===== config.mk =====
export PLATFORM = sky130hd
export DESIGN_NAME = meter_request_framer_fragmenter
export DESIGN_NICKNAME = d
export VERILOG_FILES = /design/src/rtl/mrff_pkg.sv /design/src/rtl/mrff_ram.sv /design/src/rtl/mrff_dp.sv /design/src/rtl/mrff_ctrl.sv /design/src/rtl/meter_request_framer_fragmenter.sv
export SDC_FILE = /design/constraint.sdc
export NUM_CORES = 1
export LEC_CHECK = 0
export BUFFER_PORTS_ARGS = -buffer_cell sky130_fd_sc_hd__buf_2
export CAP_MARGIN = 20
export CORE_MARGIN = 2
export CORE_UTILIZATION = 57
export DETAILED_ROUTE_END_ITERATION = 6
export PLACE_DENSITY_LB_ADDON = 0.05
export SLEW_MARGIN = 30
export SYNTH_ARGS = -nofsm -noshare
export SYNTH_HDL_FRONTEND = slang
export SYNTH_SLANG_ARGS = --single-unit

===== constraint.sdc =====
create_clock -name clk -period 5.7 [get_ports clk]
set_input_delay 0.285 -clock clk [delete_from_list [all_inputs] [get_ports clk]]
set_output_delay 0.285 -clock clk [all_outputs]
set_load 0.03 [all_outputs]

===== src/rtl/mrff_pkg.sv =====
// ----------------------------------------------------------------------------
// mrff_pkg
// Shared constants, types and helper functions of the request framer and
// fragmenter.
// ----------------------------------------------------------------------------
package mrff_pkg;

	// Default capacity of the request character store.
	localparam int REQUEST_MAX_DEF = 64;

	// Number of fixed bytes ahead of the request characters.
	localparam int PREFIX_LEN = 7;
	// Prefix, ETX and checksum: fixed bytes around the request.
	localparam int FRAME_OVERHEAD = 9;

	localparam logic [7:0] ETX_BYTE = 8'h03;
	// 'R' + '1' + STX + ETX is 0x88, which is 0x08 once masked to seven bits.
	localparam logic [6:0] CHK_BIAS = 7'h08;

	// Link MTU register.
	localparam logic [6:0] MTU_RESET = 7'd23;
	localparam logic [6:0] MTU_MIN_PAYLOAD = 7'd4;
	localparam logic [6:0] MTU_WIDE_LIMIT = 7'd23;
	localparam logic [5:0] PAYLOAD_CAP = 6'd63;

	// Input function codes.
	localparam logic FUNC_APPEND = 1'b0;
	localparam logic FUNC_SEND = 1'b1;

	// Kind of result loaded into the output register.
	localparam logic [1:0] KIND_STAT = 2'd0;
	localparam logic [1:0] KIND_HDR = 2'd1;
	localparam logic [1:0] KIND_BODY = 2'd2;

	// Commands from the controller to the datapath.
	typedef struct packed {
		logic       append;
		logic       start;
		logic       load;
		logic [1:0] kind;
	} mrff_cmd_t;

	// Status from the datapath to the controller.
	typedef struct packed {
		logic send_ok;
		logic last;
	} mrff_sts_t;

	// Fixed frame prefix: '/', '?', '!', SOH, 'R', '1', STX.
	function automatic logic [7:0] prefix_byte(input logic [2:0] idx);
		logic [7:0] b;
		case (idx)
			3'd0: b = 8'h2F;
			3'd1: b = 8'h3F;
			3'd2: b = 8'h21;
			3'd3: b = 8'h01;
			3'd4: b = 8'h52;
			3'd5: b = 8'h31;
			3'd6: b = 8'h02;
			default: b = 8'h00;
		endcase
		return b;
	endfunction

	// Even parity in bit 7 over bits 0 to 6.
	function automatic logic [7:0] even_parity(input logic [7:0] v);
		return {^v[6:0], v[6:0]};
	endfunction

endpackage


===== src/rtl/mrff_ram.sv =====
// ----------------------------------------------------------------------------
// mrff_ram
// Generic single-port-write, single-port-read RAM with registered read data.
// ----------------------------------------------------------------------------
module mrff_ram #(
	parameter int WIDTH = 8,
	parameter int DEPTH = 64,
	localparam int AW = (DEPTH > 1) ? $clog2(DEPTH) : 1
) (
	input  logic             clk,
	input  logic             wr_en,
	input  logic [AW-1:0]    wr_addr,
	input  logic [WIDTH-1:0] wr_data,
	input  logic [AW-1:0]    rd_addr,
	output logic [WIDTH-1:0] rd_data
);

	logic [WIDTH-1:0] mem_q [DEPTH];

	// Write port and registered read port.
	always_ff @(posedge clk) begin
		if (wr_en) begin
			mem_q[wr_addr] <= wr_data;
		end
		rd_data <= mem_q[rd_addr];
	end

endmodule


===== src/rtl/mrff_dp.sv =====
// ----------------------------------------------------------------------------
// mrff_dp
// Datapath: request store, checksum, send position, fragment bookkeeping and
// the output register.
// ----------------------------------------------------------------------------
module mrff_dp
	import mrff_pkg::*;
#(
	parameter int REQUEST_MAX = REQUEST_MAX_DEF
) (
	input  logic       clk,
	input  logic       arst_n,
	input  mrff_cmd_t  cmd,
	output mrff_sts_t  sts,
	input  logic [7:0] request_char,
	input  logic       cfg_we,
	input  logic [6:0] cfg_data,
	output logic [7:0] out_byte,
	output logic       status,
	output logic       fragment_end,
	output logic       frame_end
);

	localparam int CW = $clog2(REQUEST_MAX + 1);
	localparam int TW = $clog2(REQUEST_MAX + FRAME_OVERHEAD + 1);
	localparam int AW = (REQUEST_MAX > 1) ? $clog2(REQUEST_MAX) : 1;

	logic [CW-1:0] count_q;
	logic [6:0]    sum_q;
	logic [TW-1:0] pos_q;
	logic [TW-1:0] pos_d;
	logic          pending_q;
	logic          started_q;
	logic [6:0]    seq_q;
	logic [6:0]    mtu_q;
	logic [7:0]    header_q;
	logic [5:0]    plen_q;
	logic          more_q;
	logic [5:0]    cnt_q;

	logic [CW-1:0] count_base;
	logic [6:0]    sum_base;
	logic          wr_en;
	logic [TW-1:0] rd_pos;
	logic [7:0]    rd_data;
	logic [TW-1:0] total;
	logic [TW-1:0] remaining;
	logic [6:0]    payload_raw;
	logic [5:0]    payload;
	logic          mtu_ok;
	logic          more;
	logic [5:0]    plen;
	logic [6:0]    seq_next;
	logic [7:0]    header;
	logic [TW-1:0] req_end;
	logic [7:0]    raw_byte;
	logic          body_load;
	logic          last;

	// Append: a partly or fully sent frame is discarded first.
	assign count_base = started_q ? '0 : count_q;
	assign sum_base = started_q ? '0 : sum_q;
	assign wr_en = cmd.append && (count_base < CW'(REQUEST_MAX));

	// Fragment sizing for the send being started.
	assign total = TW'(count_q) + TW'(FRAME_OVERHEAD);
	assign remaining = (pos_q < total) ? (total - pos_q) : '0;
	assign mtu_ok = mtu_q > MTU_MIN_PAYLOAD;
	assign payload_raw = mtu_q - MTU_MIN_PAYLOAD;
	assign payload = (payload_raw > 7'(PAYLOAD_CAP)) ? PAYLOAD_CAP : payload_raw[5:0];
	assign more = remaining > TW'(payload);
	assign plen = more ? payload : remaining[5:0];
	assign seq_next = seq_q + 7'd1;

	// Header byte of the fragment being started.
	always_comb begin
		if (!started_q) begin
			header = more ? 8'h00 : {1'b1, mtu_q > MTU_WIDE_LIMIT, 6'b0};
		end else begin
			header = {~more, seq_next};
		end
	end

	assign sts.send_ok = pending_q && mtu_ok && (remaining != '0);
	assign last = cnt_q == 6'd1;
	assign sts.last = last;
	assign body_load = cmd.load && (cmd.kind == KIND_BODY);

	// Next send position; the store is read one position ahead.
	always_comb begin
		pos_d = pos_q;
		if (cmd.append && started_q) begin
			pos_d = '0;
		end else if (body_load) begin
			pos_d = (last && !more_q) ? '0 : pos_q + TW'(1);
		end
	end

	assign rd_pos = pos_d - TW'(PREFIX_LEN);

	mrff_ram #(
		.WIDTH(8),
		.DEPTH(REQUEST_MAX)
	) u_store (
		.clk    (clk),
		.wr_en  (wr_en),
		.wr_addr(count_base[AW-1:0]),
		.wr_data(request_char),
		.rd_addr(rd_pos[AW-1:0]),
		.rd_data(rd_data)
	);

	// Raw frame byte at the current send position.
	assign req_end = TW'(PREFIX_LEN) + TW'(count_q);
	always_comb begin
		if (pos_q < TW'(PREFIX_LEN)) begin
			raw_byte = prefix_byte(pos_q[2:0]);
		end else if (pos_q < req_end) begin
			raw_byte = rd_data;
		end else if (pos_q == req_end) begin
			raw_byte = ETX_BYTE;
		end else begin
			raw_byte = {1'b0, sum_q + CHK_BIAS};
		end
	end

	// Request and send state.
	always_ff @(posedge clk or negedge arst_n) begin
		if (!arst_n) begin
			count_q <= '0;
			sum_q <= '0;
			pos_q <= '0;
			pending_q <= 1'b0;
			started_q <= 1'b0;
			seq_q <= '0;
			mtu_q <= MTU_RESET;
		end else begin
			pos_q <= pos_d;
			if (cfg_we) begin
				mtu_q <= cfg_data;
			end
			if (cmd.append) begin
				started_q <= 1'b0;
				pending_q <= 1'b1;
				if (started_q) begin
					seq_q <= '0;
				end
				if (wr_en) begin
					count_q <= count_base + CW'(1);
					sum_q <= sum_base + request_char[6:0];
				end else begin
					count_q <= count_base;
					sum_q <= sum_base;
				end
			end else if (cmd.start) begin
				if (sts.send_ok) begin
					started_q <= 1'b1;
					seq_q <= started_q ? seq_next : '0;
				end else if (pending_q && mtu_ok) begin
					pending_q <= 1'b0;
				end
			end else if (body_load && last && !more_q) begin
				pending_q <= 1'b0;
			end
		end
	end

	// Fragment registers and byte countdown.
	always_ff @(posedge clk) begin
		if (cmd.start) begin
			header_q <= header;
			plen_q <= plen;
			more_q <= more;
		end
		if (cmd.load && (cmd.kind == KIND_HDR)) begin
			cnt_q <= plen_q;
		end else if (body_load) begin
			cnt_q <= cnt_q - 6'd1;
		end
	end

	// Output register.
	always_ff @(posedge clk) begin
		if (cmd.load) begin
			case (cmd.kind)
				KIND_HDR: begin
					out_byte <= header_q;
					status <= 1'b0;
					fragment_end <= 1'b0;
					frame_end <= 1'b0;
				end
				KIND_BODY: begin
					out_byte <= even_parity(raw_byte);
					status <= 1'b0;
					fragment_end <= last;
					frame_end <= last && !more_q;
				end
				default: begin
					out_byte <= 8'h00;
					status <= 1'b1;
					fragment_end <= 1'b0;
					frame_end <= 1'b0;
				end
			endcase
		end
	end

endmodule


===== src/rtl/mrff_ctrl.sv =====
// ----------------------------------------------------------------------------
// mrff_ctrl
// Controller: accepts items, sequences status, header and payload bytes and
// owns the output valid flag.
// ----------------------------------------------------------------------------
module mrff_ctrl
	import mrff_pkg::*;
(
	input  logic      clk,
	input  logic      arst_n,
	input  logic      in_valid,
	output logic      in_ready,
	input  logic      func,
	output logic      out_valid,
	input  logic      out_ready,
	output mrff_cmd_t cmd,
	input  mrff_sts_t sts
);

	localparam logic [1:0] ST_IDLE = 2'd0;
	localparam logic [1:0] ST_STAT = 2'd1;
	localparam logic [1:0] ST_HDR = 2'd2;
	localparam logic [1:0] ST_BODY = 2'd3;

	logic [1:0] state_q;
	logic [1:0] state_d;
	logic       out_valid_q;
	logic       in_acc;
	logic       slot_free;

	assign in_ready = state_q == ST_IDLE;
	assign in_acc = in_valid && in_ready;
	assign slot_free = !out_valid_q || out_ready;
	assign out_valid = out_valid_q;

	// Commands and next state.
	always_comb begin
		state_d = state_q;
		cmd.append = 1'b0;
		cmd.start = 1'b0;
		cmd.load = 1'b0;
		cmd.kind = KIND_STAT;
		case (state_q)
			ST_IDLE: begin
				if (in_acc) begin
					if (func == FUNC_APPEND) begin
						cmd.append = 1'b1;
					end else begin
						cmd.start = 1'b1;
						state_d = sts.send_ok ? ST_HDR : ST_STAT;
					end
				end
			end
			ST_STAT: begin
				cmd.kind = KIND_STAT;
				cmd.load = slot_free;
				if (slot_free) begin
					state_d = ST_IDLE;
				end
			end
			ST_HDR: begin
				cmd.kind = KIND_HDR;
				cmd.load = slot_free;
				if (slot_free) begin
					state_d = ST_BODY;
				end
			end
			ST_BODY: begin
				cmd.kind = KIND_BODY;
				cmd.load = slot_free;
				if (slot_free && sts.last) begin
					state_d = ST_IDLE;
				end
			end
			default: begin
				state_d = ST_IDLE;
			end
		endcase
	end

	// State and output valid registers.
	always_ff @(posedge clk or negedge arst_n) begin
		if (!arst_n) begin
			state_q <= ST_IDLE;
			out_valid_q <= 1'b0;
		end else begin
			state_q <= state_d;
			if (cmd.load) begin
				out_valid_q <= 1'b1;
			end else if (out_ready) begin
				out_valid_q <= 1'b0;
			end
		end
	end

endmodule


===== src/rtl/meter_request_framer_fragmenter.sv =====
// ----------------------------------------------------------------------------
// meter_request_framer_fragmenter
// Builds a meter read request frame from appended characters and sends it
// in header-led fragments sized by the link MTU.
// ----------------------------------------------------------------------------
// An append item gives no result and leaves the block ready for the next
// item. A send item gives one result per cycle while out_ready is high: a
// lone status item, or a header followed by up to min(link_mtu - 4, 63)
// frame bytes, and the next item is taken only after the last of them is
// loaded. The rate is set by the single output register, which is refilled
// every cycle that it is free; the request store is a RAM with registered
// read that is addressed one position ahead of the byte being formed, so it
// does not slow the rate. The store needs no clearing pass after reset: only
// entries below the character count are read. link_mtu resets to 23 and may
// be written at any time the block is idle.
// ----------------------------------------------------------------------------
module meter_request_framer_fragmenter
	import mrff_pkg::*;
#(
	parameter int REQUEST_MAX = REQUEST_MAX_DEF
) (
	input  logic       clk,
	input  logic       arst_n,
	input  logic       in_valid,
	output logic       in_ready,
	input  logic       func,
	input  logic [7:0] request_char,
	output logic       out_valid,
	input  logic       out_ready,
	output logic [7:0] out_byte,
	output logic       status,
	output logic       fragment_end,
	output logic       frame_end,
	input  logic       cfg_valid,
	output logic       cfg_ready,
	input  logic [6:0] cfg_data
);

	mrff_cmd_t cmd;
	mrff_sts_t sts;

	// The register write is always taken at once.
	assign cfg_ready = 1'b1;

	mrff_ctrl u_ctrl (
		.clk      (clk),
		.arst_n   (arst_n),
		.in_valid (in_valid),
		.in_ready (in_ready),
		.func     (func),
		.out_valid(out_valid),
		.out_ready(out_ready),
		.cmd      (cmd),
		.sts      (sts)
	);

	mrff_dp #(
		.REQUEST_MAX(REQUEST_MAX)
	) u_dp (
		.clk         (clk),
		.arst_n      (arst_n),
		.cmd         (cmd),
		.sts         (sts),
		.request_char(request_char),
		.cfg_we      (cfg_valid && cfg_ready),
		.cfg_data    (cfg_data),
		.out_byte    (out_byte),
		.status      (status),
		.fragment_end(fragment_end),
		.frame_end   (frame_end)
	);

endmodule


==> impl_metrics.ini, run 1 <==
[setup_path]
critPathKind = register to register
crit_family = compound AO/OA/AOI/OAI gates
crit_path_end = u_dp.plen_q[2]
reg2reg_from = u_dp.count_q[0]
slowest_stage = a21oi_2
arrival_ns = 5.41
r2r-end = u_dp.plen_q[2]
crit_buf_inv = 2
crit_path_cell_trace = inv_1, ha_1, ha_1, nor2b_1, o21ai_0, a21boi_0, o21a_1, o21ai_0, a21oi_2, nand2_1, inv_1, ha_1, nor2b_1, o21ai_0, a21oi_1, a211oi_1, a2bb2oi_2, mux2_2
regToRegSetupSlack_ns = 0.64
cp_slowest_stage_delay_ns = 0.53
cp-start-kind = register
crit_required_ns = 6.05
r2r_cells = 18
critPathLaunch = u_dp.count_q[0]
cp.depth = 18
endpoint_kind = register
cp_max_fo = 12

[floorplan]
ios = 35
die_h_um = 204.6
start_util_pct = 57.70
core_um2 = 39730
num_rows = 73
die_width_um = 204.6
die_area_um2 = 41840

[power]
peakVddDrop_mv = 0.3538
p_leak_uw = 0.008695
total_power_uw = 14440
powerDensity_nw_per_um2 = 566.6

[min_path]
hp-class = input port to register

[clock_network]
clock_path_buffers = 3
clk_pin_slew_ns = 0.06
cts_tree = built
htreeDepth = 2
ctsResizeCount = 0
clkLatencyLatePin_ns = 0.60
clockRootBuffer = clkbuf_16
cts_num_sinks = 527
numCtsBuffers = 53

[logic_synthesis]
ys_ff_latch = 527
synth_top_cell_area_share_pct = 62.87
syn_inst = 1298
synth_largest_area_cell = edfxtp_1
synth_xor_area_share_pct = 1.948
synth_compound_area_share_pct = 3.198
syn_avg_cell_area_um2 = 17.66
synth_flop_cell = edfxtp_1
ys_seq_area_share_pct = 67.87
synthAdderAreaFrac_pct = 2.358
synth_simple_gate_area_share_pct = 6.931
synthArstFlopShare_pct = 7.590
synth_edf_count = 480
synth.mux.area_fraction_pct = 15.16
synth_area_um2 = 22930
synth_top_family_by_area = multiplexers
synth_cell_types = 81
yosysWarnings = 0
synth_nets = 1361
synth_area_leaders = edfxtp_1 63%, mux4_2 11%, dfrtp_1 3.9%

[route]
ant_nets = 0
via_per_inst = 6.121
wl_per_cell_um = 26.08
drc = 0
via_count = 11830
routed_wl_um = 50410
first_pass_iters = 5
first_iter_violations = 1043

[global_routing]
use_met2_pct = 39.18
grt_max_degree = 71
grt_overflow = 0
grt_use_met3_pct = 4.534
grt-busiest-layer = met2
antenna_found_initial = 1
grt_pass1_wl_um = 76130
grt_usage_pct = 25.11
grt_pass1_vias = 11900
grt_use_met1_pct = 37.41

[final_layout]
nets = 1426
syn_to_final_growth_pct = 11.14
layout_common_cells = 480 x edfxtp_1, 111 x mux4_2, 109 x nor2_1
fillers = 2760
diodes = 0
final_layout_size_suffix_gt1_share_pct = 21.24
final_common_cell = edfxtp_1

[placed_design]
dpl.hpwl_um = 31910
gp_congestion = 0.8136
port_buffers = 32

[sta]
min_period_ns = 5.055
tns_ns = 0
slew_headroom_pct = 38.08
fmax_mhz = 197.8
fin_crit_sh_pct = 88.68
rsz0062_at_grt = false
setup_viol = 0
hold_violations = 0
whs_ns = 0.04405
tightest_slew_ns = 0.9254
skew_ns = 0.01732
report.final.slew_viol_count = 0

[job]
cap_violations = 0

[run_status]
outcome = complete, no violations
## state kept, by name (all words and copies together) (netlist names), 2 cells and up
signal / flops
u_dp.u_store.mem_q: 448
u_dp.sum_q: 7
u_dp.count_q: 7
u_ctrl.state_q: 2
u_dp.cnt_q: 6
u_dp.u_store.rd_data: 7
u_dp.mtu_q: 7
u_dp.header_q: 8
u_dp.seq_q: 7
u_dp.pos_q: 7
u_dp.plen_q: 6
u_dp.out_byte: 8
## Yosys cell counts (6+ instances only)
master / count
and3_1: 7
xor2_1: 14
edfxtp_1: 480
ha_1: 40
nor2b_1: 17
buf_6: 15
a21oi_1: 27
nand4_1: 17
xnor2_1: 25
and2_1: 12
clkbuf_1: 26
a211oi_1: 6
mux2_2: 9
a21o_1: 8
dfxtp_1: 7
dfrtp_1: 36
nand2_1: 54
mux4_2: 111
nand3_1: 54
nor3_1: 12
inv_1: 37
nand2b_1: 9
mux4_1: 29
o21ai_0: 31
mux2i_1: 9
nor2_1: 109
## worst min path at each step
stage,startpoint,endpoint,slack (ns),cells after the start
CTS,cfg_valid,u_dp.mtu_q[3],0.02,2
detailed placement,arst_n,u_ctrl.out_valid,0.33,1
global placement,u_dp.sum_q[0],u_dp.sum_q[0],0.49,2
floorplan,arst_n,u_ctrl.out_valid,-0.01,0
global route,cfg_valid,u_dp.mtu_q[3],0.05,2
finish,cfg_valid,u_dp.mtu_q[3],0.04,2
## kinds of logic after synthesis
logic type      count (synthesis)
flops                         527
simple gates                  318
mux                           159
compound gates                111
buf+inv                        96
xor+xnor                       44
fa+ha+maj                      42
other cells                     1
## final cells by class
class / count / area, µm² / area share, %
clock buffers: 65 / 1421 / 5.578
inverters: 38 / 142.6 / 0.5598
clock inverters: 35 / 382.9 / 1.503
repair buffers: 68 / 479.2 / 1.881
flip-flops and latches: 527 / 15560 / 61.07
multi-input cells: 675 / 6837 / 26.83
well taps: 525 / 656.9 / 2.578
## power by group
| group | switching (µW) | total (µW) | internal [µW] |
|---|---|---|---|
| registers | 223 | 4760 | 4530 |
| logic | 3230 | 6110 | 2880 |
| clock network | 1470 | 3570 | 2100 |
| total | 4920 | 14400 | 9510 |
## per-stage QoR
step | utilization, % | setup WS, ns | instance area [µm²] | cells
5_1_grt | 64.13 | 0.3167 | 25480 | 1933
4_1_cts | 64.07 | 0.4260 | 25460 | 1933
3_3_place_gp | 59.20 | 0.6208 | 23520 | 1821
2_1_floorplan | - | 1.122 | 22930 | 1298
6_report | 64.13 | 0.6450 | 25480 | 1933
3_5_place_dp | 59.23 | 0.4623 | 23530 | 1821
## worst register-to-register path: cells and delay by family (launching register included)
| family | cells | cell delay [ns] |
|---|---|---|
| fa+ha+maj | 3 | 0.94 |
| mux | 1 | 0.40 |
| simple gates | 3 | 0.40 |
| buf+inv | 2 | 0.25 |
| flops | 1 | 0.52 |
| compound gates | 9 | 2.30 |
## layer usage
layer | vias up | part of all wire, %
met3 | 66 | 6.6
met5 | - | 0
met1 | 6107 | 44
met2 | 358 | 48
met4 | 0 | 1.8
li1 | 5301 | -
## what timing repair did
action | CTS | global route
buffers inserted | 0 | 0
hold endpoints to repair | 43 | 0
hold buffers | 12 | 0
setup endpoints to repair | 0 | 0
(Power assumes the default switching activity.)
==> run 2: changes to the inputs <==
--- a/config.mk
+++ b/config.mk
@@ -11,7 +11,9 @@
 export CORE_UTILIZATION = 57
 export DETAILED_ROUTE_END_ITERATION = 6
 export PLACE_DENSITY_LB_ADDON = 0.05
+export RECOVER_POWER = 100
 export SLEW_MARGIN = 30
 export SYNTH_ARGS = -nofsm -noshare
 export SYNTH_HDL_FRONTEND = slang
 export SYNTH_SLANG_ARGS = --single-unit
+export TNS_END_PERCENT = 30
==> impl_metrics.ini, run 2 (same netlist as run 1, synthesis figures left out) <==
[run_status]
outcome = complete, but fails checks
violations = max-capacitance violations, max-slew violations

[clock_network]
clockRootBuffer = clkbuf_16
clk_pin_slew_ns = 0.06
numCtsBuffers = 53
htreeDepth = 2
cts_tree = built
clock_path_buffers = 3
clkLatencyLatePin_ns = 0.60
postCtsSetupBuffers = 0
cts_num_sinks = 527

[final_layout]
final_area_um2 = 25350
largest_reg_flops = 448
top_register = u_dp.u_store.mem_q
layout_common_cells = 480 x edfxtp_1, 111 x mux4_2, 110 x nor2_1
fin_cells = 1933
final_common_cell = edfxtp_1
syn_to_final_growth_pct = 10.57
reg_top3 = u_dp.u_store.mem_q (448), u_dp.header_q (8), u_dp.out_byte (8)
nets = 1426
final_layout_size_suffix_gt1_share_pct = 18.11
diodes = 0

[power]
p_leak_uw = 0.008575
powerDensity_nw_per_um2 = 568.0
peakVddDrop_mv = 0.3523

[route]
first_pass_iters = 5
routed_wl_um = 50550
drc = 0
wl_per_cell_um = 26.15
first_iter_violations = 1030
via_count = 11810
via_per_inst = 6.110
ant_nets = 0

[setup_path]
r2r-end = u_dp.u_store.rd_data[3]
cp_max_fo = 21
r2r_cells = 12
cp-start-kind = register
cp_slowest_stage_delay_ns = 0.91
crit_buf_inv = 2
slowest_stage = ha_2
crit_family = multiplexers
regToRegSetupSlack_ns = 0.57
critPathKind = register to register
endpoint_kind = register
crit_required_ns = 6.17
arrival_ns = 5.59
reg2reg_from = u_dp.cnt_q[1]
crit_path_cell_trace = inv_1, ha_1, or2b_2, or3_1, o21ai_0, a21oi_1, ha_2, buf_4, mux4_2, mux4_1, nand3_1, nand4_1

[sta]
fmax_mhz = 195.1
min_period_ns = 5.126
tns_ns = 0
setup_viol = 0
hold_violations = 0
skew_ns = 0.01684
rsz0062_at_grt = false
fin_crit_sh_pct = 89.93
whs_ns = 0.03953
tightest_slew_ns = 3.144
slew_headroom_pct = -109.6
report.final.slew_viol_count = 470
setup_ws_ns = 0.5741

[global_routing]
grt_use_met3_pct = 4.534
grt_use_met1_pct = 37.41
antenna_found_initial = 1
grt_max_degree = 71
use_met2_pct = 39.18
grt_overflow = 0
grt_usage_pct = 25.11
grt_pass1_vias = 11900
grt-busiest-layer = met2
grt_pass1_wl_um = 76130

[floorplan]
die_width_um = 204.6
num_rows = 73
core_um2 = 39730
die_h_um = 204.6
die_area_um2 = 41840
ios = 35
start_util_pct = 57.70

[job]
cap_violations = 10

[placed_design]
place_area_um2 = 23530
dp_slack_ns = 0.4623
numPlacedInstances = 1821
gp_congestion = 0.8136
port_buffers = 32
dpl.hpwl_um = 31910

[min_path]
hp-class = input port to register
min_from = cfg_valid
min_path_cells = 2
whs_endpoint = u_dp.mtu_q[3]
==> run 2: worst register-to-register path: stages, from the launching register on <==
cell and delay (ns):
edfxtp_1 0.40, inv_1 0.10, ha_1 0.14, or2b_2 0.29
or3_1 0.49, o21ai_0 0.58, a21oi_1 0.18, ha_2 0.91
buf_4 0.43, mux4_2 0.58, mux4_1 0.61, nand3_1 0.15
nand4_1 0.14
==> run 2: final cells by class <==
cell class | count | area, µm²
multi-input cells | 675 | 6782
inverters | 38 | 142.6
fillers | 2798 | 14380
repair buffers | 68 | 402.9
clock buffers | 65 | 1421
well taps | 525 | 656.9
clock inverters | 35 | 382.9
flip-flops and latches | 527 | 15560
==> run 2: worst max-delay path by stage <==
stage	from	to	slack [ns]	cells after the start
after floorplan	u_dp.cnt_q[1]	u_dp.u_store.rd_data[0]	1.12	18
after global placement	u_dp.count_q[0]	u_dp.plen_q[2]	0.62	18
after detailed placement	u_dp.count_q[0]	u_dp.plen_q[2]	0.46	18
after CTS	u_dp.count_q[0]	u_dp.plen_q[2]	0.43	18
after global routing	u_dp.cnt_q[1]	u_dp.u_store.rd_data[2]	0.29	12
final	u_dp.cnt_q[1]	u_dp.u_store.rd_data[3]	0.57	12
==> run 2: per-layer routing <==
metal / part of all wire [%] / up-vias
li1: - / 5300
met1: 44 / 6078
met2: 48 / 366
met3: 6.6 / 67
met4: 1.9 / 0
met5: 0 / -
==> run 2: per-stage QoR <==
stage	utilization, %	power [µW]
4_1_cts	64.07	14560
6_report	63.80	14400
3_3_place_gp	59.20	10920
5_1_grt	63.80	15080
3_5_place_dp	59.23	10970
2_1_floorplan	-	9441
==> run 2: report_power, final <==
part / switching, µW / internal [µW] / total, µW
clock: 1470 / 2100 / 3570
combinational: 3220 / 2840 / 6070
sequential: 219 / 4540 / 4760
==> run 2: timing repair <==
item | in CTS | in global routing
gates resized for setup | 0 | 0
endpoints found under the hold margin | 43 | 0
hold buffers | 12 | 0
==> run 3: changes to the inputs <==
--- a/config.mk
+++ b/config.mk
@@ -10,7 +10,7 @@
 export CORE_MARGIN = 2
 export CORE_UTILIZATION = 57
 export DETAILED_ROUTE_END_ITERATION = 6
-export PLACE_DENSITY_LB_ADDON = 0.05
+export PLACE_DENSITY = 0.75
 export RECOVER_POWER = 100
 export SLEW_MARGIN = 30
 export SYNTH_ARGS = -nofsm -noshare
==> impl_metrics.ini, run 3 (same netlist as run 1, synthesis figures left out) <==
[min_path]
min_path_cells = 2
whs_endpoint = u_dp.mtu_q[3]
hp-class = input port to register
min_from = cfg_valid

[global_routing]
grt_overflow = 0
grt_usage_pct = 24.77
grt_max_degree = 69
grt_pass1_wl_um = 75740
grt_pass1_vias = 12280
antenna_found_initial = 0

[route]
via_per_inst = 6.305
routed_wl_um = 49900
first_pass_iters = 5
ant_nets = 0
first_iter_violations = 1258
drc = 0
via_count = 12160
wl_per_cell_um = 25.88

[floorplan]
core_um2 = 39730
start_util_pct = 57.70
die_area_um2 = 41840
die_h_um = 204.6
num_rows = 73
ios = 35
die_width_um = 204.6

[sta]
setup_ws_ns = 0.6245
tightest_slew_ns = 3.099
hold_violations = 0
fmax_mhz = 197.0
rsz0062_at_grt = false
report.final.slew_viol_count = 496
min_period_ns = 5.076
setup_viol = 0
fin_crit_sh_pct = 89.04
whs_ns = 0.03931
skew_ns = 0.01983
slew_headroom_pct = -106.6
tns_ns = 0

[final_layout]
fin_util_pct = 63.85
layout_common_cells = 480 x edfxtp_1, 111 x mux4_2, 110 x nor2_1
reg_top3 = u_dp.u_store.mem_q (448), u_dp.header_q (8), u_dp.out_byte (8)
diodes = 0
nets = 1422
syn_to_final_growth_pct = 10.65
final_layout_size_suffix_gt1_share_pct = 17.46
largest_reg_flops = 448
top_register = u_dp.u_store.mem_q
final_common_cell = edfxtp_1

[placed_design]
port_buffers = 32
dp_slack_ns = 0.5451
gp_congestion = 0.9120
dpl.hpwl_um = 30850

[setup_path]
r2r-end = u_dp.u_store.rd_data[4]
r2r_cells = 12
crit_path_cell_trace = inv_1, ha_1, or2b_2, or3_1, o21ai_0, a21oi_1, ha_4, clkbuf_1, mux4_2, mux4_2, nand3_1, nand4_1
reg2reg_from = u_dp.cnt_q[1]
cp_max_fo = 31
cp_slowest_stage_delay_ns = 0.83
crit_buf_inv = 2
regToRegSetupSlack_ns = 0.62
slowest_stage = ha_4
crit_family = multiplexers
arrival_ns = 5.53
critPathKind = register to register
endpoint_kind = register
cp.depth = 12
cp_common_cell = mux4_2
cp-start-kind = register
crit_required_ns = 6.16

[clock_network]
cts_num_sinks = 527
clk_pin_slew_ns = 0.06
cts_tree = built
clock_path_buffers = 3
htreeDepth = 2
clockRootBuffer = clkbuf_16
numCtsBuffers = 52
clkLatencyLatePin_ns = 0.61

[power]
peakVddDrop_mv = 0.3737
powerDensity_nw_per_um2 = 568.4
p_leak_uw = 0.008552

[run_status]
outcome = complete, but fails checks
violations = max-capacitance violations, max-slew violations

[job]
cap_violations = 8
## run 3: per-layer routing
metal	global-route usage, %	vias up	routed length, µm
met3	4.263	115	3667
met1	34.51	6233	20050
met5	0	-	0
met2	39.12	520	24140
met4	10.66	0	2035
li1	-	5289	-
## run 3: where the power goes
group | internal (µW) | switching [µW] | total, µW
Clock | 2030 | 1460 | 3490
Combinational | 2960 | 3200 | 6160
Sequential | 4540 | 225 | 4770
Total | 9530 | 4890 | 14400
## run 3: final cells by class
class,count,area (µm²)
sequential,527,15560
multi-input combinational,675,6807
clock buffer,62,1360
timing repair buffer,65,447.9
clock inverter,36,394.1
inverter,38,142.6
fill,2659,14360
tap,525,656.9
## run 3: worst max path at each step
stage,startpoint,end,slack [ns]
after floorplan,u_dp.cnt_q[1],u_dp.u_store.rd_data[0],1.12
after global placement,u_dp.count_q[0],u_dp.plen_q[2],0.63
after detailed placement,u_dp.count_q[0],u_dp.plen_q[2],0.55
after CTS,u_dp.count_q[0],u_dp.plen_q[2],0.46
after global routing,u_dp.count_q[0],u_dp.plen_q[2],0.32
final,u_dp.cnt_q[1],u_dp.u_store.rd_data[4],0.62
## run 3: what timing repair did
item                                    CTS  global route
endpoints found under the setup margin    0             1
hold buffers                             12             0
buffers inserted                          0             0
gates resized for setup                   0             1
endpoints found under the hold margin    43             0
## run 3: stage by stage
step | cells | total power (µW) | area (µm²)
floorplan | 1298 | 9441 | 22930
global placement | 1818 | 10870 | 23560
detailed placement | 1818 | 10940 | 23560
CTS | 1928 | 14480 | 25440
global route | 1928 | 15090 | 25370
finish | 1928 | 14420 | 25370
